**config.mk**
```make
export PLATFORM = sky130hd
export DESIGN_NAME = closure_phase_accumulator_unit
export DESIGN_NICKNAME = d
export VERILOG_FILES = /design/src/cpa_pkg.sv /design/src/cpa_serial_mult.sv /design/src/cpa_recip_div.sv /design/src/closure_phase_accumulator_unit.sv
export SDC_FILE = /design/constraint.sdc
export NUM_CORES = 1
export LEC_CHECK = 0
export ABC_AREA = 1
export BUFFER_PORTS_ARGS = -buffer_cell sky130_fd_sc_hd__clkbuf_2
export CELL_PAD_IN_SITES_DETAIL_PLACEMENT = 1
export CELL_PAD_IN_SITES_GLOBAL_PLACEMENT = 2
export CORE_UTILIZATION = 33
export CTS_BUF_LIST = sky130_fd_sc_hd__clkbuf_4 sky130_fd_sc_hd__clkbuf_8
export DETAILED_ROUTE_END_ITERATION = 10
export PLACE_DENSITY = 0.78
export SYNTH_ARGS = -nofsm -noshare
export SYNTH_HDL_FRONTEND = slang
export SYNTH_SLANG_ARGS = --single-unit
```
**constraint.sdc**
```tcl
create_clock -name i_clk -period 3.42 [get_ports i_clk]
set_input_delay 0.171 -clock i_clk [delete_from_list [all_inputs] [get_ports i_clk]]
set_output_delay 0.171 -clock i_clk [all_outputs]
set_load 0.02 [all_outputs]
```
**src/cpa_pkg.sv**
```systemverilog
// Shared widths, step counts and unit status type for the closure phase accumulator.
`default_nettype none
package cpa_pkg;

    localparam int AMP_W    = 16;   // amplitude and weight fields
    localparam int MCAND_W  = 32;   // widest multiplicand (amplitude squared)
    localparam int PROD_W   = 48;   // weight * amplitude^2
    localparam int REM_W    = 48;   // divider remainder, below the divisor
    localparam int QUO_W    = 57;   // quotient of 2^56 needs 57 bits
    localparam int TERM_W   = 41;   // 2^40 / prod is at most 2^40
    localparam int VAR_W    = 42;   // variance sum, modulo 2^42
    localparam int WEIGHT_W = 48;   // closure weight
    localparam int STEP_W   = 6;    // divider step counter
    localparam int MCNT_W   = 4;    // multiplier step counter

    // quotient bits produced for 2^40 / prod and 2^56 / sum
    localparam logic [STEP_W-1:0] TERM_STEPS   = 6'd41;
    localparam logic [STEP_W-1:0] WEIGHT_STEPS = 6'd57;

    localparam logic [WEIGHT_W-1:0] WEIGHT_MAX = {WEIGHT_W{1'b1}};

    typedef struct packed {
        logic busy;
        logic done;     // one-cycle pulse, result stable from here on
    } t_unit_stat;

endpackage
`default_nettype wire

```
**src/cpa_serial_mult.sv**
```systemverilog
// Bit-serial shift-add multiplier: one multiplier bit per cycle.
`default_nettype none
module cpa_serial_mult
    import cpa_pkg::*;
(
    input  wire logic               i_clk,
    input  wire logic               i_rst_n,
    input  wire logic               i_start,
    input  wire logic [MCAND_W-1:0] i_mcand,
    input  wire logic [AMP_W-1:0]   i_mplier,
    output t_unit_stat              o_stat,
    output logic [PROD_W-1:0]       o_product
);

    logic              r_busy;
    logic              r_done;
    logic [MCNT_W-1:0] r_cnt;
    logic [PROD_W-1:0] r_acc;
    logic [PROD_W-1:0] r_mcand;
    logic [AMP_W-1:0]  r_mplier;

    always_ff @(posedge i_clk) begin
        if (!i_rst_n) begin
            r_busy <= 1'b0;
            r_done <= 1'b0;
            r_cnt  <= '0;
        end else begin
            r_done <= 1'b0;
            if (i_start) begin
                r_busy <= 1'b1;
                r_cnt  <= MCNT_W'(AMP_W - 1);
            end else if (r_busy) begin
                r_cnt <= r_cnt - 1'b1;
                if (r_cnt == '0) begin
                    r_busy <= 1'b0;
                    r_done <= 1'b1;
                end
            end
        end
    end

    always_ff @(posedge i_clk) begin
        if (i_start) begin
            r_acc    <= '0;
            r_mcand  <= PROD_W'(i_mcand);
            r_mplier <= i_mplier;
        end else if (r_busy) begin
            if (r_mplier[0]) begin
                r_acc <= r_acc + r_mcand;
            end
            r_mcand  <= {r_mcand[PROD_W-2:0], 1'b0};
            r_mplier <= {1'b0, r_mplier[AMP_W-1:1]};
        end
    end

    assign o_stat.busy = r_busy;
    assign o_stat.done = r_done;
    assign o_product   = r_acc;

endmodule
`default_nettype wire

```
**src/cpa_recip_div.sv**
```systemverilog
// Restoring radix-2 divider for 2^(steps-1) / divisor, one quotient bit per cycle.
`default_nettype none
module cpa_recip_div
    import cpa_pkg::*;
(
    input  wire logic              i_clk,
    input  wire logic              i_rst_n,
    input  wire logic              i_start,
    input  wire logic [PROD_W-1:0] i_divisor,
    input  wire logic [STEP_W-1:0] i_steps,
    output t_unit_stat             o_stat,
    output logic [QUO_W-1:0]       o_quotient
);

    logic              r_busy;
    logic              r_done;
    logic [STEP_W-1:0] r_cnt;
    logic              r_first;     // dividend is a single one bit, fed first
    logic [REM_W-1:0]  r_rem;
    logic [PROD_W-1:0] r_div;
    logic [QUO_W-1:0]  r_quo;

    logic [REM_W:0]    trial;
    logic [REM_W:0]    diff;
    logic              q_bit;

    always_comb begin
        trial = {r_rem, r_first};
        diff  = trial - {1'b0, r_div};
        q_bit = (trial >= {1'b0, r_div});
    end

    always_ff @(posedge i_clk) begin
        if (!i_rst_n) begin
            r_busy <= 1'b0;
            r_done <= 1'b0;
            r_cnt  <= '0;
        end else begin
            r_done <= 1'b0;
            if (i_start) begin
                r_busy <= 1'b1;
                r_cnt  <= i_steps - 1'b1;
            end else if (r_busy) begin
                r_cnt <= r_cnt - 1'b1;
                if (r_cnt == '0) begin
                    r_busy <= 1'b0;
                    r_done <= 1'b1;
                end
            end
        end
    end

    always_ff @(posedge i_clk) begin
        if (i_start) begin
            r_rem   <= '0;
            r_div   <= i_divisor;
            r_quo   <= '0;
            r_first <= 1'b1;
        end else if (r_busy) begin
            r_first <= 1'b0;
            r_rem   <= q_bit ? diff[REM_W-1:0] : trial[REM_W-1:0];
            r_quo   <= {r_quo[QUO_W-2:0], q_bit};
        end
    end

    assign o_stat.busy = r_busy;
    assign o_stat.done = r_done;
    assign o_quotient  = r_quo;

endmodule
`default_nettype wire

```
**src/closure_phase_accumulator_unit.sv**
```systemverilog
// Top level: closure phase, flags and weight of one baseline triangle.
//
// Input channel (i_in_valid / o_in_stall) takes the three visibilities of a
// triangle as three successive transfers. The result channel (o_out_valid /
// i_out_stall) gives one closure after every third transfer.
// A usable visibility holds the input stalled from its transfer until the next
// one can be taken: two passes of the bit-serial multiplier form
// weight * amplitude^2, then the radix-2 divider computes 2^40 / product.
// A deleted visibility, or one with zero amplitude or weight, skips both
// units. After the third visibility the same divider computes 2^56 / variance
// sum (skipped for a deleted closure or a zero variance sum), and the result
// then passes through state S_FIN into the output register.
// The result sits in an output register; the next triangle is taken while it
// waits. If the receiver still stalls when the following result is ready,
// the block holds that result internally and stalls its input.
// Synchronous reset clears the item count, the sums, the flags and the output
// valid; no result is pending after reset.
`default_nettype none
module closure_phase_accumulator_unit
    import cpa_pkg::*;
#(
    parameter int PHASE_BITS = 16
) (
    input  wire logic                         i_clk,
    input  wire logic                         i_rst_n,
    input  wire logic                         i_in_valid,
    output logic                              o_in_stall,
    input  wire logic                         i_vis_sign,
    input  wire logic signed [PHASE_BITS-1:0] i_obs_phase,
    input  wire logic signed [PHASE_BITS-1:0] i_model_phase,
    input  wire logic [AMP_W-1:0]             i_amplitude,
    input  wire logic [AMP_W-1:0]             i_vis_weight,
    input  wire logic                         i_is_deleted,
    input  wire logic                         i_is_bad,
    input  wire logic                         i_is_other_flagged,
    output logic                              o_out_valid,
    input  wire logic                         i_out_stall,
    output logic signed [PHASE_BITS-1:0]      o_obs_closure,
    output logic signed [PHASE_BITS-1:0]      o_model_closure,
    output logic [WEIGHT_W-1:0]               o_closure_weight,
    output logic                              o_closure_deleted,
    output logic                              o_closure_bad,
    output logic                              o_closure_corrected
);

    localparam logic [2:0] S_IDLE  = 3'd0;
    localparam logic [2:0] S_MUL1  = 3'd1;
    localparam logic [2:0] S_MUL2  = 3'd2;
    localparam logic [2:0] S_DIVT  = 3'd3;
    localparam logic [2:0] S_CHECK = 3'd4;
    localparam logic [2:0] S_DIVW  = 3'd5;
    localparam logic [2:0] S_FIN   = 3'd6;

    localparam logic [1:0] LAST_ITEM = 2'd3;

    logic [2:0]            r_state;
    logic [2:0]            n_state;
    logic [1:0]            r_count;
    logic [PHASE_BITS-1:0] r_obs_sum;
    logic [PHASE_BITS-1:0] r_model_sum;
    logic [VAR_W-1:0]      r_var_sum;
    logic                  r_f_del;
    logic                  r_f_bad;
    logic                  r_f_cor;
    logic [AMP_W-1:0]      r_wt;
    logic [WEIGHT_W-1:0]   r_weight;

    logic                  r_out_valid;
    logic [PHASE_BITS-1:0] r_out_obs;
    logic [PHASE_BITS-1:0] r_out_model;
    logic [WEIGHT_W-1:0]   r_out_weight;
    logic                  r_out_del;
    logic                  r_out_bad;
    logic                  r_out_cor;

    logic                  in_xfer;
    logic                  usable;
    logic                  out_free;
    logic                  closure_zero;

    logic                  mul_start;
    logic [MCAND_W-1:0]    mul_mcand;
    logic [AMP_W-1:0]      mul_mplier;
    t_unit_stat            mul_stat;
    logic [PROD_W-1:0]     mul_product;

    logic                  div_start;
    logic [PROD_W-1:0]     div_divisor;
    logic [STEP_W-1:0]     div_steps;
    t_unit_stat            div_stat;
    logic [QUO_W-1:0]      div_quotient;

    assign o_in_stall   = (r_state != S_IDLE);
    assign in_xfer      = i_in_valid && !o_in_stall;
    assign usable       = !i_is_deleted && (i_amplitude != '0) && (i_vis_weight != '0);
    assign out_free     = !r_out_valid || !i_out_stall;
    assign closure_zero = r_f_del || (r_var_sum == '0);

    // pass one: amplitude * amplitude, pass two: amplitude^2 * weight
    always_comb begin
        mul_start  = (in_xfer && usable) || (r_state == S_MUL1 && mul_stat.done);
        mul_mcand  = (r_state == S_IDLE) ? MCAND_W'(i_amplitude) : mul_product[MCAND_W-1:0];
        mul_mplier = (r_state == S_IDLE) ? i_amplitude : r_wt;
    end

    always_comb begin
        div_start = (r_state == S_MUL2 && mul_stat.done)
                 || (r_state == S_CHECK && r_count == LAST_ITEM && !closure_zero);
        if (r_state == S_MUL2) begin
            div_divisor = mul_product;
            div_steps   = TERM_STEPS;
        end else begin
            div_divisor = PROD_W'(r_var_sum);
            div_steps   = WEIGHT_STEPS;
        end
    end

    cpa_serial_mult u_mult (
        .i_clk     (i_clk),
        .i_rst_n   (i_rst_n),
        .i_start   (mul_start),
        .i_mcand   (mul_mcand),
        .i_mplier  (mul_mplier),
        .o_stat    (mul_stat),
        .o_product (mul_product)
    );

    cpa_recip_div u_div (
        .i_clk      (i_clk),
        .i_rst_n    (i_rst_n),
        .i_start    (div_start),
        .i_divisor  (div_divisor),
        .i_steps    (div_steps),
        .o_stat     (div_stat),
        .o_quotient (div_quotient)
    );

    always_comb begin
        n_state = r_state;
        unique case (r_state)
            S_IDLE: begin
                if (in_xfer) begin
                    n_state = usable ? S_MUL1 : S_CHECK;
                end
            end
            S_MUL1: begin
                if (mul_stat.done) begin
                    n_state = S_MUL2;
                end
            end
            S_MUL2: begin
                if (mul_stat.done) begin
                    n_state = S_DIVT;
                end
            end
            S_DIVT: begin
                if (div_stat.done) begin
                    n_state = S_CHECK;
                end
            end
            S_CHECK: begin
                if (r_count != LAST_ITEM) begin
                    n_state = S_IDLE;
                end else if (closure_zero) begin
                    n_state = S_FIN;
                end else begin
                    n_state = S_DIVW;
                end
            end
            S_DIVW: begin
                if (div_stat.done) begin
                    n_state = S_FIN;
                end
            end
            S_FIN: begin
                if (out_free) begin
                    n_state = S_IDLE;
                end
            end
            default: n_state = S_IDLE;
        endcase
    end

    always_ff @(posedge i_clk) begin
        if (!i_rst_n) begin
            r_state     <= S_IDLE;
            r_count     <= '0;
            r_obs_sum   <= '0;
            r_model_sum <= '0;
            r_var_sum   <= '0;
            r_f_del     <= 1'b0;
            r_f_bad     <= 1'b0;
            r_f_cor     <= 1'b0;
            r_out_valid <= 1'b0;
        end else begin
            r_state <= n_state;
            if (in_xfer) begin
                r_count <= r_count + 1'b1;
                if (i_vis_sign) begin
                    r_obs_sum   <= r_obs_sum - $unsigned(i_obs_phase);
                    r_model_sum <= r_model_sum - $unsigned(i_model_phase);
                end else begin
                    r_obs_sum   <= r_obs_sum + $unsigned(i_obs_phase);
                    r_model_sum <= r_model_sum + $unsigned(i_model_phase);
                end
                if (!usable) begin
                    r_f_del <= 1'b1;
                end else if (i_is_bad) begin
                    r_f_bad <= 1'b1;
                end else if (i_is_other_flagged) begin
                    r_f_cor <= 1'b1;
                end
            end
            if (r_state == S_DIVT && div_stat.done) begin
                r_var_sum <= r_var_sum + VAR_W'(div_quotient[TERM_W-1:0]);
            end
            if (r_state == S_FIN && out_free) begin
                r_out_valid <= 1'b1;
                r_count     <= '0;
                r_obs_sum   <= '0;
                r_model_sum <= '0;
                r_var_sum   <= '0;
                r_f_del     <= 1'b0;
                r_f_bad     <= 1'b0;
                r_f_cor     <= 1'b0;
            end else if (!i_out_stall) begin
                r_out_valid <= 1'b0;
            end
        end
    end

    // payload registers
    always_ff @(posedge i_clk) begin
        if (in_xfer) begin
            r_wt <= i_vis_weight;
        end
        if (r_state == S_CHECK) begin
            r_weight <= '0;
        end else if (r_state == S_DIVW && div_stat.done) begin
            // 2^56 / sum at or above 2^48 saturates
            r_weight <= (div_quotient[QUO_W-1:WEIGHT_W] != '0) ? WEIGHT_MAX
                                                                : div_quotient[WEIGHT_W-1:0];
        end
        if (r_state == S_FIN && out_free) begin
            r_out_obs    <= r_obs_sum;
            r_out_model  <= r_model_sum;
            r_out_weight <= r_weight;
            r_out_del    <= r_f_del;
            r_out_bad    <= r_f_bad;
            r_out_cor    <= r_f_cor;
        end
    end

    assign o_out_valid         = r_out_valid;
    assign o_obs_closure       = $signed(r_out_obs);
    assign o_model_closure     = $signed(r_out_model);
    assign o_closure_weight    = r_out_weight;
    assign o_closure_deleted   = r_out_del;
    assign o_closure_bad       = r_out_bad;
    assign o_closure_corrected = r_out_cor;

endmodule
`default_nettype wire

```
# After elaboration in Yosys (flattened, before gate mapping)
# Index checks and enable logic that the tools add are counted.
[word_totals] ff_bits=510 wordCells=138
[op_classes] add_sub_neg=11 n_lt_le_gt_ge=1 eq_ne=15 muxes=36 n_bitwise=5 n_reduce_logical=38
[op_table] op="2-to-1 mux 32 bit" count=3
[op_table] op="2-to-1 mux 48 bit" count=2
[op_table] op="2-to-1 mux 16 bit" count=5
[op_table] op=">= comparator 49 x 48 -> 1 bit" count=1
[op_table] op="adder 48 bit" count=1
[op_table] op="subtractor 48 bit" count=1
[op_table] op="adder 42 x 41 -> 42 bit" count=1
[op_table] op="logical NOT 42 bit" count=1
[op_table] op="2-to-1 mux 42 bit" count=1
[op_table] op="adder 16 bit" count=2
[op_table] op="nonzero test 16 bit" count=2
[op_table] op="subtractor 16 bit" count=2
[op_table] op="2-to-1 mux 3 bit" count=8
[op_table] op="one-hot mux 3 bit (7 select lines)" count=1
[op_table] op="2-to-1 mux 6 bit" count=2
[op_table] op="subtractor 6 x 1 -> 6 bit (second input constant)" count=2
[op_table] op="logical AND 1 bit" count=11
[op_table] op="2-to-1 mux 1 bit" count=10
[op_table] op="inequality test 2 x 1 -> 1 bit (second input constant)" count=5
[op_table] op="equality test 3 bit (second input constant)" count=3
[op_table] op="nonzero test 9 bit" count=1
[op_table] op="2-to-1 mux 4 bit" count=2
[op_table] op="equality test 3 x 2 -> 1 bit (second input constant)" count=2
[op_table] op="logical NOT 6 bit" count=1
[op_table] op="other kinds (20)" count=36

# Depth between registers and ports, before layout
# Gate-level depths: netlist of run 1.
[logic_depth] ltp_word=6 ltp_mapped=19 ltp_nobuf=19

# Modules after synthesis
# From an unflattened synthesis of run 1, not the netlist that was laid out.
[hier_totals] hier_cells=5101 hier_area_um2=33598.5
[by_module_without_submodules] module="closure_phase_accumulator_unit" instances=1 cells_each=2109 area_each_um2=14639.0 seq_area_each_um2=5595.4
[by_module_without_submodules] module="cpa_recip_div" instances=1 cells_each=1552 area_each_um2=10184.8 seq_area_each_um2=3723.6
[by_module_without_submodules] module="cpa_serial_mult" instances=1 cells_each=1440 area_each_um2=8774.7 seq_area_each_um2=2842.7

# Worst setup path before layout of run 1
# No wires, ideal clock.
[synth_path] kind="register -> register" start="register r_state[2]" end="register r_var_sum[15]" setup_ns=0.115 arrival_time_ns=3.150 required_ns=3.305 setup_slack_ns=0.154 stages_incl_launch_ff=12 n_path_buf=2 synth_period_minus_slack_ns=3.266 path_cell_list="dfxtp_1 -> inv_2 -> nor3_1 -> nand2_1 -> inv_1 -> nor2_1 -> buf_2 -> clkinv_1 -> buf_2 -> a21oi_1 -> o21ai_0 -> inv_1"
[synth_via] elab_chain_cells=3 elab_cells_between_ends=5 cone_classes="eq/ne (2); reduce/logical (3)"
[synth_lines] element="from (decl)" line_no="closure_phase_accumulator_unit.sv:56" source="logic [2:0] r_state;"
[synth_lines] element="from (signal assigned)" line_no="closure_phase_accumulator_unit.sv:196" source="r_state <= n_state;"
[synth_lines] element="equality test 3 bit" line_no="closure_phase_accumulator_unit.sv:217" source="if (r_state == S_FIN && out_free) begin"
[synth_lines] element="logical AND 1 bit" line_no="closure_phase_accumulator_unit.sv:217"
[synth_lines] element="OR reduction 2 bit (no source line)"
[synth_lines] element="to (signal assigned)" line_no="closure_phase_accumulator_unit.sv:215" source="r_var_sum <= r_var_sum + VAR_W'(div_quotient[TERM_W-1:0]);"
[synth_lines] element="to (decl)" line_no="closure_phase_accumulator_unit.sv:61" source="logic [VAR_W-1:0] r_var_sum;"
# Several ways; a longest one is shown, not always the timed one.
# A chain may end at the register's enable or synchronous reset.

# Final worst setup path of run 1
[layout_path] start="register u_mult.r_acc[0] (netlist: u_mult.o_product[0])" end="register u_mult.r_acc[44] (netlist: u_mult.o_product[44])"
[layout_via] elab_chain_cells=1
[layout_lines] element="from (decl)" line_no="cpa_serial_mult.sv:18" source="logic [PROD_W-1:0] r_acc;"
[layout_lines] element="from (signal assigned)" line_no="cpa_serial_mult.sv:49" source="r_acc <= r_acc + r_mcand;"
[layout_lines] element="adder 48 bit" line_no="cpa_serial_mult.sv:49"
# Every way passes these cells.

==> tab_implementation.tex, run 1 <==
\begin{tabular}{lr}
\hline
Metric & Value \\
\hline
\multicolumn{2}{l}{\textbf{Clock tree}} \\
\quad Num CTS Buffers & 97 \\
\quad Number of buffers between clock root and the deepest sink & 3 \\
\quad Clock Root Buffer & sky130\_fd\_sc\_hd\_\_clkbuf\_8 \\
\quad Clock latency reported for the late side of the worst-skew pair & 0.77 ns \\
\quad Number of sinks on the clock net & 510 \\
\quad CTS H-tree depth & 3 \\
\quad Hold\_buf cts & 44 \\
\quad PostCTS Resize Cnt & 0 \\
\quad Clock transition at the register clock pins on the worst setup and hold paths after CTS & 0.06 ns \\
\quad Total setup buffers inserted after CTS & 0 \\
\quad TritonCTS clock tree & yes \\
\multicolumn{2}{l}{\textbf{Placed design}} \\
\quad Cell area reported after detailed placement & 34,000 sq um \\
\quad Final HPWL from detailed placement & 89,800 um \\
\quad Post-Place Worst Slack & 0.336 ns \\
\quad Final estimated routing congestion in global placement & 0.932 \\
\quad Port bufs & 156 \\
\multicolumn{2}{l}{\textbf{Outcome}} \\
\quad Run status & completed \\
\multicolumn{2}{l}{\textbf{Synthesis}} \\
\quad Yosys reg bits & 510 \\
\quad Sequential element share of the synthesized area & 0.380 \\
\quad Number of enable-type register cells in the synthesized netlist & 195 \\
\quad Synthesized area per cell & 7.01 sq um \\
\quad Synth Net Count & 4,811 \\
\quad Cell area after technology mapping & 32,000 sq um \\
\quad Primary flip-flop cell chosen by synthesis mapping & sky130\_fd\_sc\_hd\_\_dfxtp\_1 \\
\quad Count of distinct cell types in the synthesized netlist & 52 \\
\quad Yosys warning total & 0 \\
\quad Cells after Synth & 4,563 \\
\quad Async S/R FF share, synth & 0 \\
\multicolumn{2}{l}{\textbf{Power and ir drop}} \\
\quad Overall power & 23,700 uW \\
\quad Proportion of power drawn by the clock network & 0.301 \\
\quad Static leakage power & 0.0181 uW \\
\quad Proportion of total power due to net switching & 0.403 \\
\quad PwrDens & 646 nW/um\^{}2 \\
\quad Sw Pwr & 9580 uW \\
\quad Share of power burned in registers & 0.346 \\
\quad Peak VDD IR & 416 uV \\
\quad Internal power summed over all cells & 14,200 uW \\
\quad Power share of the combinational group & 0.353 \\
\multicolumn{2}{l}{\textbf{Critical path}} \\
\quad Endpoint required time on the critical path & 4.07 ns \\
\quad Ordered cell list for the critical path & ha\_1, fa\_1, nand2\_1, nand2\_1, nand2\_1, nand2\_1, nand2\_1, nand2\_1, a21oi\_1, inv\_1, nand2\_1, nand3\_1, nand2\_1, nand3\_1, nand2\_1, inv\_1 \\
\quad Critical register-to-register path endpoint & u\_mult.o\_product[44] \\
\quad Kind of critical path & flop to flop \\
\quad Critical path depth in cells & 16 \\
\quad Critical path's largest stage delay & 0.48 ns \\
\quad End of the critical path & u\_mult.o\_product[44] \\
\quad CP bufs+invs & 2 \\
\quad Setup slack of the worst register-to-register path & 0.30 ns \\
\quad Largest driver fanout on the critical path & 5 \\
\quad Kind of start point of the critical path & flop \\
\quad Worst path slowest cell & sky130\_fd\_sc\_hd\_\_fa\_1 \\
\quad Launch point of the worst path & u\_mult.o\_product[0] \\
\quad Cell class contributing the biggest share of worst-path delay & simple AND/OR/NAND/NOR gates \\
\quad Crit-path most repeated cell & sky130\_fd\_sc\_hd\_\_nand2\_1 \\
\quad Reg-to-reg critical path startpoint & u\_mult.o\_product[0] \\
\quad Worst Reg-to-Reg Cells & 16 \\
\quad Crit path DAT & 3.77 ns \\
\quad Crit path capture type & flop \\
\multicolumn{2}{l}{\textbf{Timing}} \\
\quad RSZ-0062 raised after global routing & false \\
\quad Worst hold slack across all endpoints & 0.0689 ns \\
\quad Transition time at the pin with the least slew margin & 1.09 ns \\
\quad Slack of the critical path & 0.299 ns \\
\quad Fin crit share & 0.912 \\
\quad Minimum clock period after layout & 3.12 ns \\
\quad Top achievable clock speed & 0.320 GHz \\
\quad Total count of hold-check failures in the final report & 0 \\
\quad Worst clock skew on the final layout & 0.0364 ns \\
\quad Summed negative setup slack over all endpoints & 0 ns \\
\quad \# setup viols final & 0 \\
\quad Slew headroom & 0.274 \\
\quad Final Max Slew Viols & 0 \\
\multicolumn{2}{l}{\textbf{Global route}} \\
\quad Maximum number of pins on one net before global-route repair & 121 \\
\quad Wire length of the first global-routing pass & 182,000 um \\
\quad Vias in the first global route & 31,500 \\
\quad GRT Util Overall & 0.237 \\
\quad Number of antenna violations at the first check in global routing & 4 \\
\quad Total grt overflow & 0 \\
\multicolumn{2}{l}{\textbf{Drt}} \\
\quad Via count & 30,400 \\
\quad Number of nets with antenna violations after detailed routing & 0 \\
\quad DR vias/cell & 4.98 \\
\quad Remaining design rule violation count & 0 \\
\quad Initial DRT Pass Iterations & 7 \\
\quad Routed wire length per instance & 19.1 um \\
\quad Detailed Route WL & 117,000 um \\
\quad Number of design-rule violations left by the first detailed-router iteration & 1,512 \\
\multicolumn{2}{l}{\textbf{Final layout}} \\
\quad Leading cell types in the layout, fill and taps excluded & sky130\_fd\_sc\_hd\_\_nand2\_1 (1,135), sky130\_fd\_sc\_hd\_\_inv\_1 (745), sky130\_fd\_sc\_hd\_\_nor2\_1 (443), sky130\_fd\_sc\_hd\_\_a21oi\_1 (320), sky130\_fd\_sc\_hd\_\_dfxtp\_1 (314) \\
\quad Final design instance area without fill & 36,800 sq um \\
\quad Leading cell type in the layout, fill and taps excluded & sky130\_fd\_sc\_hd\_\_nand2\_1 \\
\quad Synthesis-to-finish area growth & 14.8\% \\
\quad Layout net count & 5,004 \\
\quad Layout cells sized above 1 & 0.0890 \\
\multicolumn{2}{l}{\textbf{Floorplan}} \\
\quad Effective utilization at floorplan & 0.335 \\
\quad Core ar. & 95,600 sq um \\
\quad I/O pin total & 157 \\
\quad Area of the die & 98,200 sq um \\
\quad Die Span Y & 313 um \\
\quad Die width & 313 um \\
\quad Core Rows & 113 \\
\multicolumn{2}{l}{\textbf{Job}} \\
\quad Max\_cap viols & 0 \\
\multicolumn{2}{l}{\textbf{Hold path}} \\
\quad Hold Path Class & input port to flop \\
\hline
\end{tabular}
==> cell families after synthesis <==
family | count (synthesis) | synth area share
AO/OA/AOI/OAI | 839 | 0.145
XOR/XNOR | 102 | 0.0279
adder cells (fa/ha/maj) | 176 | 0.0700
buffers and inverters | 906 | 0.113
flip-flops | 510 | 0.380
AND/OR/NAND/NOR | 2030 | 0.264
==> routing by layer <==
layer / part of all wire / global-route usage
met1: 0.48 / 0.320
met2: 0.46 / 0.391
met3: 0.034 / 0.0257
met4: 0.032 / 0.0838
met5: 0 / 0
==> area by class of cell <==
type	count	area, sq um
Timing Repair Buffer	237	1560
Antenna cell	2	5.00
Fill cell	12200	58800
Inverter	763	2870
Sequential cell	510	12200
Tap cell	1265	1580
Clock inverter	47	537
Multi-Input combinational cell	3147	16300
Clock buffer	137	1770
==> metrics by stage <==
| step | std cells | utilization |
|---|---|---|
| 2_1_floorplan | 4563 | - |
| 5_1_grt | 6108 | 0.385 |
| 6_report | 6108 | 0.385 |
| 4_1_cts | 6106 | 0.385 |
| 3_5_place_dp | 5878 | 0.356 |
| 3_3_place_gp | 5878 | 0.356 |
==> Yosys cell counts (20+ instances only) <==
cell / instances / area share
sky130_fd_sc_hd__a21oi_1: 320 / 0.050
sky130_fd_sc_hd__nand4_1: 98 / 0.019
sky130_fd_sc_hd__o21bai_1: 28 / 0.0066
sky130_fd_sc_hd__clkbuf_1: 67 / 0.0079
sky130_fd_sc_hd__nor3_1: 46 / 0.0072
sky130_fd_sc_hd__xor2_1: 82 / 0.022
sky130_fd_sc_hd__o21ai_0: 259 / 0.040
sky130_fd_sc_hd__buf_2: 39 / 0.0061
sky130_fd_sc_hd__inv_1: 747 / 0.088
sky130_fd_sc_hd__ha_1: 171 / 0.067
sky130_fd_sc_hd__o22ai_1: 55 / 0.011
sky130_fd_sc_hd__dfxtp_1: 315 / 0.20
sky130_fd_sc_hd__a31oi_1: 88 / 0.017
sky130_fd_sc_hd__nand2_1: 1137 / 0.13
sky130_fd_sc_hd__xnor2_1: 20 / 0.0055
sky130_fd_sc_hd__nand3_1: 246 / 0.038
sky130_fd_sc_hd__nor2_1: 445 / 0.052
sky130_fd_sc_hd__edfxtp_1: 195 / 0.18
==> worst min-delay path by stage <==
stage	cells past startpoint	end	slack [ns]	start
CTS	6	r_model_sum[14]	0.002	i_model_phase[14]
global placement	1	r_wt[6]	0.37	i_vis_weight[6]
detailed placement	1	r_wt[7]	0.37	i_vis_weight[7]
global route	6	r_obs_sum[14]	0.10	i_obs_phase[14]
floorplan	0	r_wt[0]	0.27	i_vis_weight[0]
finish	6	r_model_sum[14]	0.07	i_model_phase[14]
==> power groups by stage <==
| stage | sequential [uW] | clock, uW | combinational, uW |
|---|---|---|---|
| after global routing | 8310 | 7630 | 9490 |
| after detailed placement | 8350 | 0 | 8340 |
| after CTS | 8230 | 7380 | 8430 |
| final | 8210 | 7150 | 8390 |
| after floorplan | 8000 | 0 | 5910 |
| after global placement | 8330 | 0 | 8210 |
==> worst reg2reg max path: stages (launching register included) <==
cell                      delay, ns
sky130_fd_sc_hd__dfxtp_1       0.38
sky130_fd_sc_hd__ha_1          0.31
sky130_fd_sc_hd__fa_1          0.48
sky130_fd_sc_hd__nand2_1       0.13
sky130_fd_sc_hd__nand2_1       0.06
sky130_fd_sc_hd__nand2_1       0.05
sky130_fd_sc_hd__nand2_1       0.15
sky130_fd_sc_hd__nand2_1       0.10
sky130_fd_sc_hd__nand2_1       0.11
sky130_fd_sc_hd__a21oi_1       0.43
sky130_fd_sc_hd__inv_1         0.19
sky130_fd_sc_hd__nand2_1       0.22
sky130_fd_sc_hd__nand3_1       0.11
sky130_fd_sc_hd__nand2_1       0.10
sky130_fd_sc_hd__nand3_1       0.07
sky130_fd_sc_hd__nand2_1       0.07
sky130_fd_sc_hd__inv_1         0.03
==> registers in the layout, indices dropped and copies added, names as in the netlist, 42 cells and up <==
register          flops
u_mult.o_product     48
r_weight             48
r_var_sum            42
o_closure_weight     48
u_div.r_div          48
u_div.r_rem          48
u_div.o_quotient     57
u_mult.r_mcand       48
(Power assumes the default switching activity.)
==> run 2, diff against run 1 <==
RECOVER_POWER = 25   (was unset)
==> tab_implementation.tex, run 2 (synthesis results as in run 1) <==
\begin{tabular}{lr}
\hline
Metric & Value \\
\hline
\multicolumn{2}{l}{\textbf{Outcome}} \\
\quad Run status & completed (unchanged) \\
\multicolumn{2}{l}{\textbf{Final layout}} \\
\quad Synthesis-to-finish area growth & 14.4\% (was 14.8\%) \\
\quad Layout cells sized above 1 & 0.0682 (was 0.0890) \\
\quad Layout net count & 5,004 (unchanged) \\
\quad End-of-flow core utilization & 0.383 (was 0.385) \\
\quad Final design instance area without fill & 36,600 sq um (was 36,800 sq um) \\
\quad Leading cell types in the layout, fill and taps excluded & sky130\_fd\_sc\_hd\_\_nand2\_1 (1,135), sky130\_fd\_sc\_hd\_\_inv\_1 (745), sky130\_fd\_sc\_hd\_\_nor2\_1 (443), sky130\_fd\_sc\_hd\_\_a21oi\_1 (320), sky130\_fd\_sc\_hd\_\_dfxtp\_1 (314) (unchanged) \\
\quad Number of flip-flops in the largest register & 57 (unchanged) \\
\quad Fill cells & 12,200 (about the same) \\
\quad Leading cell type in the layout, fill and taps excluded & sky130\_fd\_sc\_hd\_\_nand2\_1 (unchanged) \\
\multicolumn{2}{l}{\textbf{Drt}} \\
\quad Number of design-rule violations left by the first detailed-router iteration & 1,569 (was 1,512) \\
\quad Detailed Route WL & 117,000 um (about the same) \\
\quad Number of nets with antenna violations after detailed routing & 0 (unchanged) \\
\quad Via count & 30,500 (was 30,400) \\
\quad Remaining design rule violation count & 0 (unchanged) \\
\quad Routed wire length per instance & 19.1 um (about the same) \\
\quad DR vias/cell & 4.99 (was 4.98) \\
\quad Initial DRT Pass Iterations & 5 (was 7) \\
\multicolumn{2}{l}{\textbf{Global route}} \\
\quad Vias in the first global route & 31,500 (unchanged) \\
\quad Total grt overflow & 0 (unchanged) \\
\quad Maximum number of pins on one net before global-route repair & 121 (unchanged) \\
\quad Wire length of the first global-routing pass & 182,000 um (unchanged) \\
\quad GRT Util Overall & 0.237 (unchanged) \\
\quad Number of antenna violations at the first check in global routing & 4 (unchanged) \\
\multicolumn{2}{l}{\textbf{Critical path}} \\
\quad Kind of start point of the critical path & flop (unchanged) \\
\quad Worst path slowest cell & sky130\_fd\_sc\_hd\_\_a21boi\_0 (was sky130\_fd\_sc\_hd\_\_fa\_1) \\
\quad Critical path's largest stage delay & 0.53 ns (was 0.48 ns) \\
\quad Largest driver fanout on the critical path & 5 (unchanged) \\
\quad CP bufs+invs & 0 (was 2) \\
\quad Cell class contributing the biggest share of worst-path delay & simple AND/OR/NAND/NOR gates (unchanged) \\
\quad Ordered cell list for the critical path & ha\_1, fa\_1, nand2\_1, nand2\_1, nand2\_1, nand2\_1, a21boi\_0, o21ai\_2, nand2\_1, nand2\_1, nand2\_1, a21oi\_1, nor2\_1, nor2\_1 (was ha\_1, fa\_1, nand2\_1, nand2\_1, nand2\_1, nand2\_1, nand2\_1, nand2\_1, a21oi\_1, inv\_1, nand2\_1, nand3\_1, nand2\_1, nand3\_1, nand2\_1, inv\_1) \\
\quad Crit-path most repeated cell & sky130\_fd\_sc\_hd\_\_nand2\_1 (unchanged) \\
\quad Kind of critical path & flop to flop (unchanged) \\
\quad Endpoint required time on the critical path & 4.06 ns (was 4.07 ns) \\
\quad Crit path capture type & flop (unchanged) \\
\quad Crit path DAT & 3.75 ns (was 3.77 ns) \\
\multicolumn{2}{l}{\textbf{Floorplan}} \\
\quad Core ar. & 95,600 sq um (unchanged) \\
\quad I/O pin total & 157 (unchanged) \\
\quad Effective utilization at floorplan & 0.335 (unchanged) \\
\quad Core Rows & 113 (unchanged) \\
\quad Die width & 313 um (unchanged) \\
\quad Area of the die & 98,200 sq um (unchanged) \\
\quad Die Span Y & 313 um (unchanged) \\
\multicolumn{2}{l}{\textbf{Hold path}} \\
\quad Hold Path Class & input port to flop (unchanged) \\
\multicolumn{2}{l}{\textbf{Placed design}} \\
\quad Final HPWL from detailed placement & 89,800 um (unchanged) \\
\quad Cell area reported after detailed placement & 34,000 sq um (unchanged) \\
\quad Final estimated routing congestion in global placement & 0.932 (unchanged) \\
\quad Port bufs & 156 (unchanged) \\
\quad Post-Place Worst Slack & 0.336 ns (unchanged) \\
\multicolumn{2}{l}{\textbf{Timing}} \\
\quad Final Max Slew Viols & 0 (unchanged) \\
\quad Minimum clock period after layout & 3.12 ns (about the same) \\
\quad Transition time at the pin with the least slew margin & 1.10 ns (was 1.09 ns) \\
\quad Slew headroom & 0.269 (was 0.274) \\
\quad Total count of hold-check failures in the final report & 0 (unchanged) \\
\quad RSZ-0062 raised after global routing & false (unchanged) \\
\quad Summed negative setup slack over all endpoints & 0 ns (unchanged) \\
\quad \# setup viols final & 0 (unchanged) \\
\quad Slack of the critical path & 0.300 ns (was 0.299 ns) \\
\quad Top achievable clock speed & 0.321 GHz (was 0.320 GHz) \\
\quad Worst clock skew on the final layout & 0.0359 ns (was 0.0364 ns) \\
\quad Fin crit share & 0.912 (about the same) \\
\multicolumn{2}{l}{\textbf{Power and ir drop}} \\
\quad Static leakage power & 0.0178 uW (was 0.0181 uW) \\
\quad Overall power & 23,700 uW (about the same) \\
\quad PwrDens & 648 nW/um\^{}2 (was 646 nW/um\^{}2) \\
\quad Peak VDD IR & 418 uV (was 416 uV) \\
\multicolumn{2}{l}{\textbf{Clock tree}} \\
\quad Clock transition at the register clock pins on the worst setup and hold paths after CTS & 0.06 ns (about the same) \\
\quad Num CTS Buffers & 97 (unchanged) \\
\quad Number of sinks on the clock net & 510 (unchanged) \\
\quad Clock Root Buffer & sky130\_fd\_sc\_hd\_\_clkbuf\_8 (unchanged) \\
\quad Number of buffers between clock root and the deepest sink & 3 (unchanged) \\
\quad Total setup buffers inserted after CTS & 0 (unchanged) \\
\quad TritonCTS clock tree & yes (unchanged) \\
\quad Clock latency reported for the late side of the worst-skew pair & 0.77 ns (about the same) \\
\quad CTS H-tree depth & 3 (unchanged) \\
\multicolumn{2}{l}{\textbf{Job}} \\
\quad Max\_cap viols & 0 (unchanged) \\
\hline
\end{tabular}
-- run 2: worst min-delay path: cells and delay by family --
family                   cells  cell delay [ns]
adder cells (fa/ha/maj)      1             0.17
buffers and inverters        2             0.16
XOR/XNOR                     1             0.15
AND/OR/NAND/NOR              1             0.06
AO/OA/AOI/OAI                1             0.06
-- run 2: final cells by class --
type | instances | area [sq um] | share of cell area
diodes | 2 | 5.00 | 0.000137
clock buffers | 137 | 1770 | 0.0484
clock inverters | 47 | 537 | 0.0147
inverters | 763 | 2870 | 0.0783
multi-input cells | 3147 | 16300 | 0.444
flip-flops and latches | 510 | 12200 | 0.332
well taps | 1265 | 1580 | 0.0432
repair buffers | 237 | 1440 | 0.0392
-- run 2: routing by layer --
metal | global-route usage | share of wire | vias to the layer above
li1 | - | - | 15300
met1 | 0.320 | 0.48 | 14500
met2 | 0.391 | 0.46 | 478
met3 | 0.0257 | 0.032 | 176
met4 | 0.0838 | 0.032 | 0
met5 | 0 | 0 | -
-- run 2: repair_timing --
action,CTS,global route
endpoints found under the hold margin,78,0
resized for setup,0,0
hold buffers,44,0
-- run 2: final timing paths --
kind                                           from              endpoint  slack [ns]  depth (start not counted)
worst max register to register  u_mult.o_product[0]  u_mult.o_product[38]        0.30                         14
worst min register to register         r_weight[44]  o_closure_weight[44]        0.42                          0
worst max-delay path            u_mult.o_product[0]  u_mult.o_product[38]        0.30                         14
worst min-delay path              i_model_phase[14]       r_model_sum[14]        0.07                          6
-- run 2: per-stage QoR --
stage | cells | hold WS [ns]
after floorplan | 4563 | 0.270
after global placement | 5878 | 0.372
after detailed placement | 5878 | 0.373
after CTS | 6106 | 0.00208
after global routing | 6108 | 0.100
final | 6108 | 0.0671
-- run 2: report_power, final --
part | switching [uW] | internal, uW | leakage, uW
clock network | 3000 | 4160 | 0.00120
logic | 5790 | 2590 | 0.0123
registers | 789 | 7410 | 0.00435
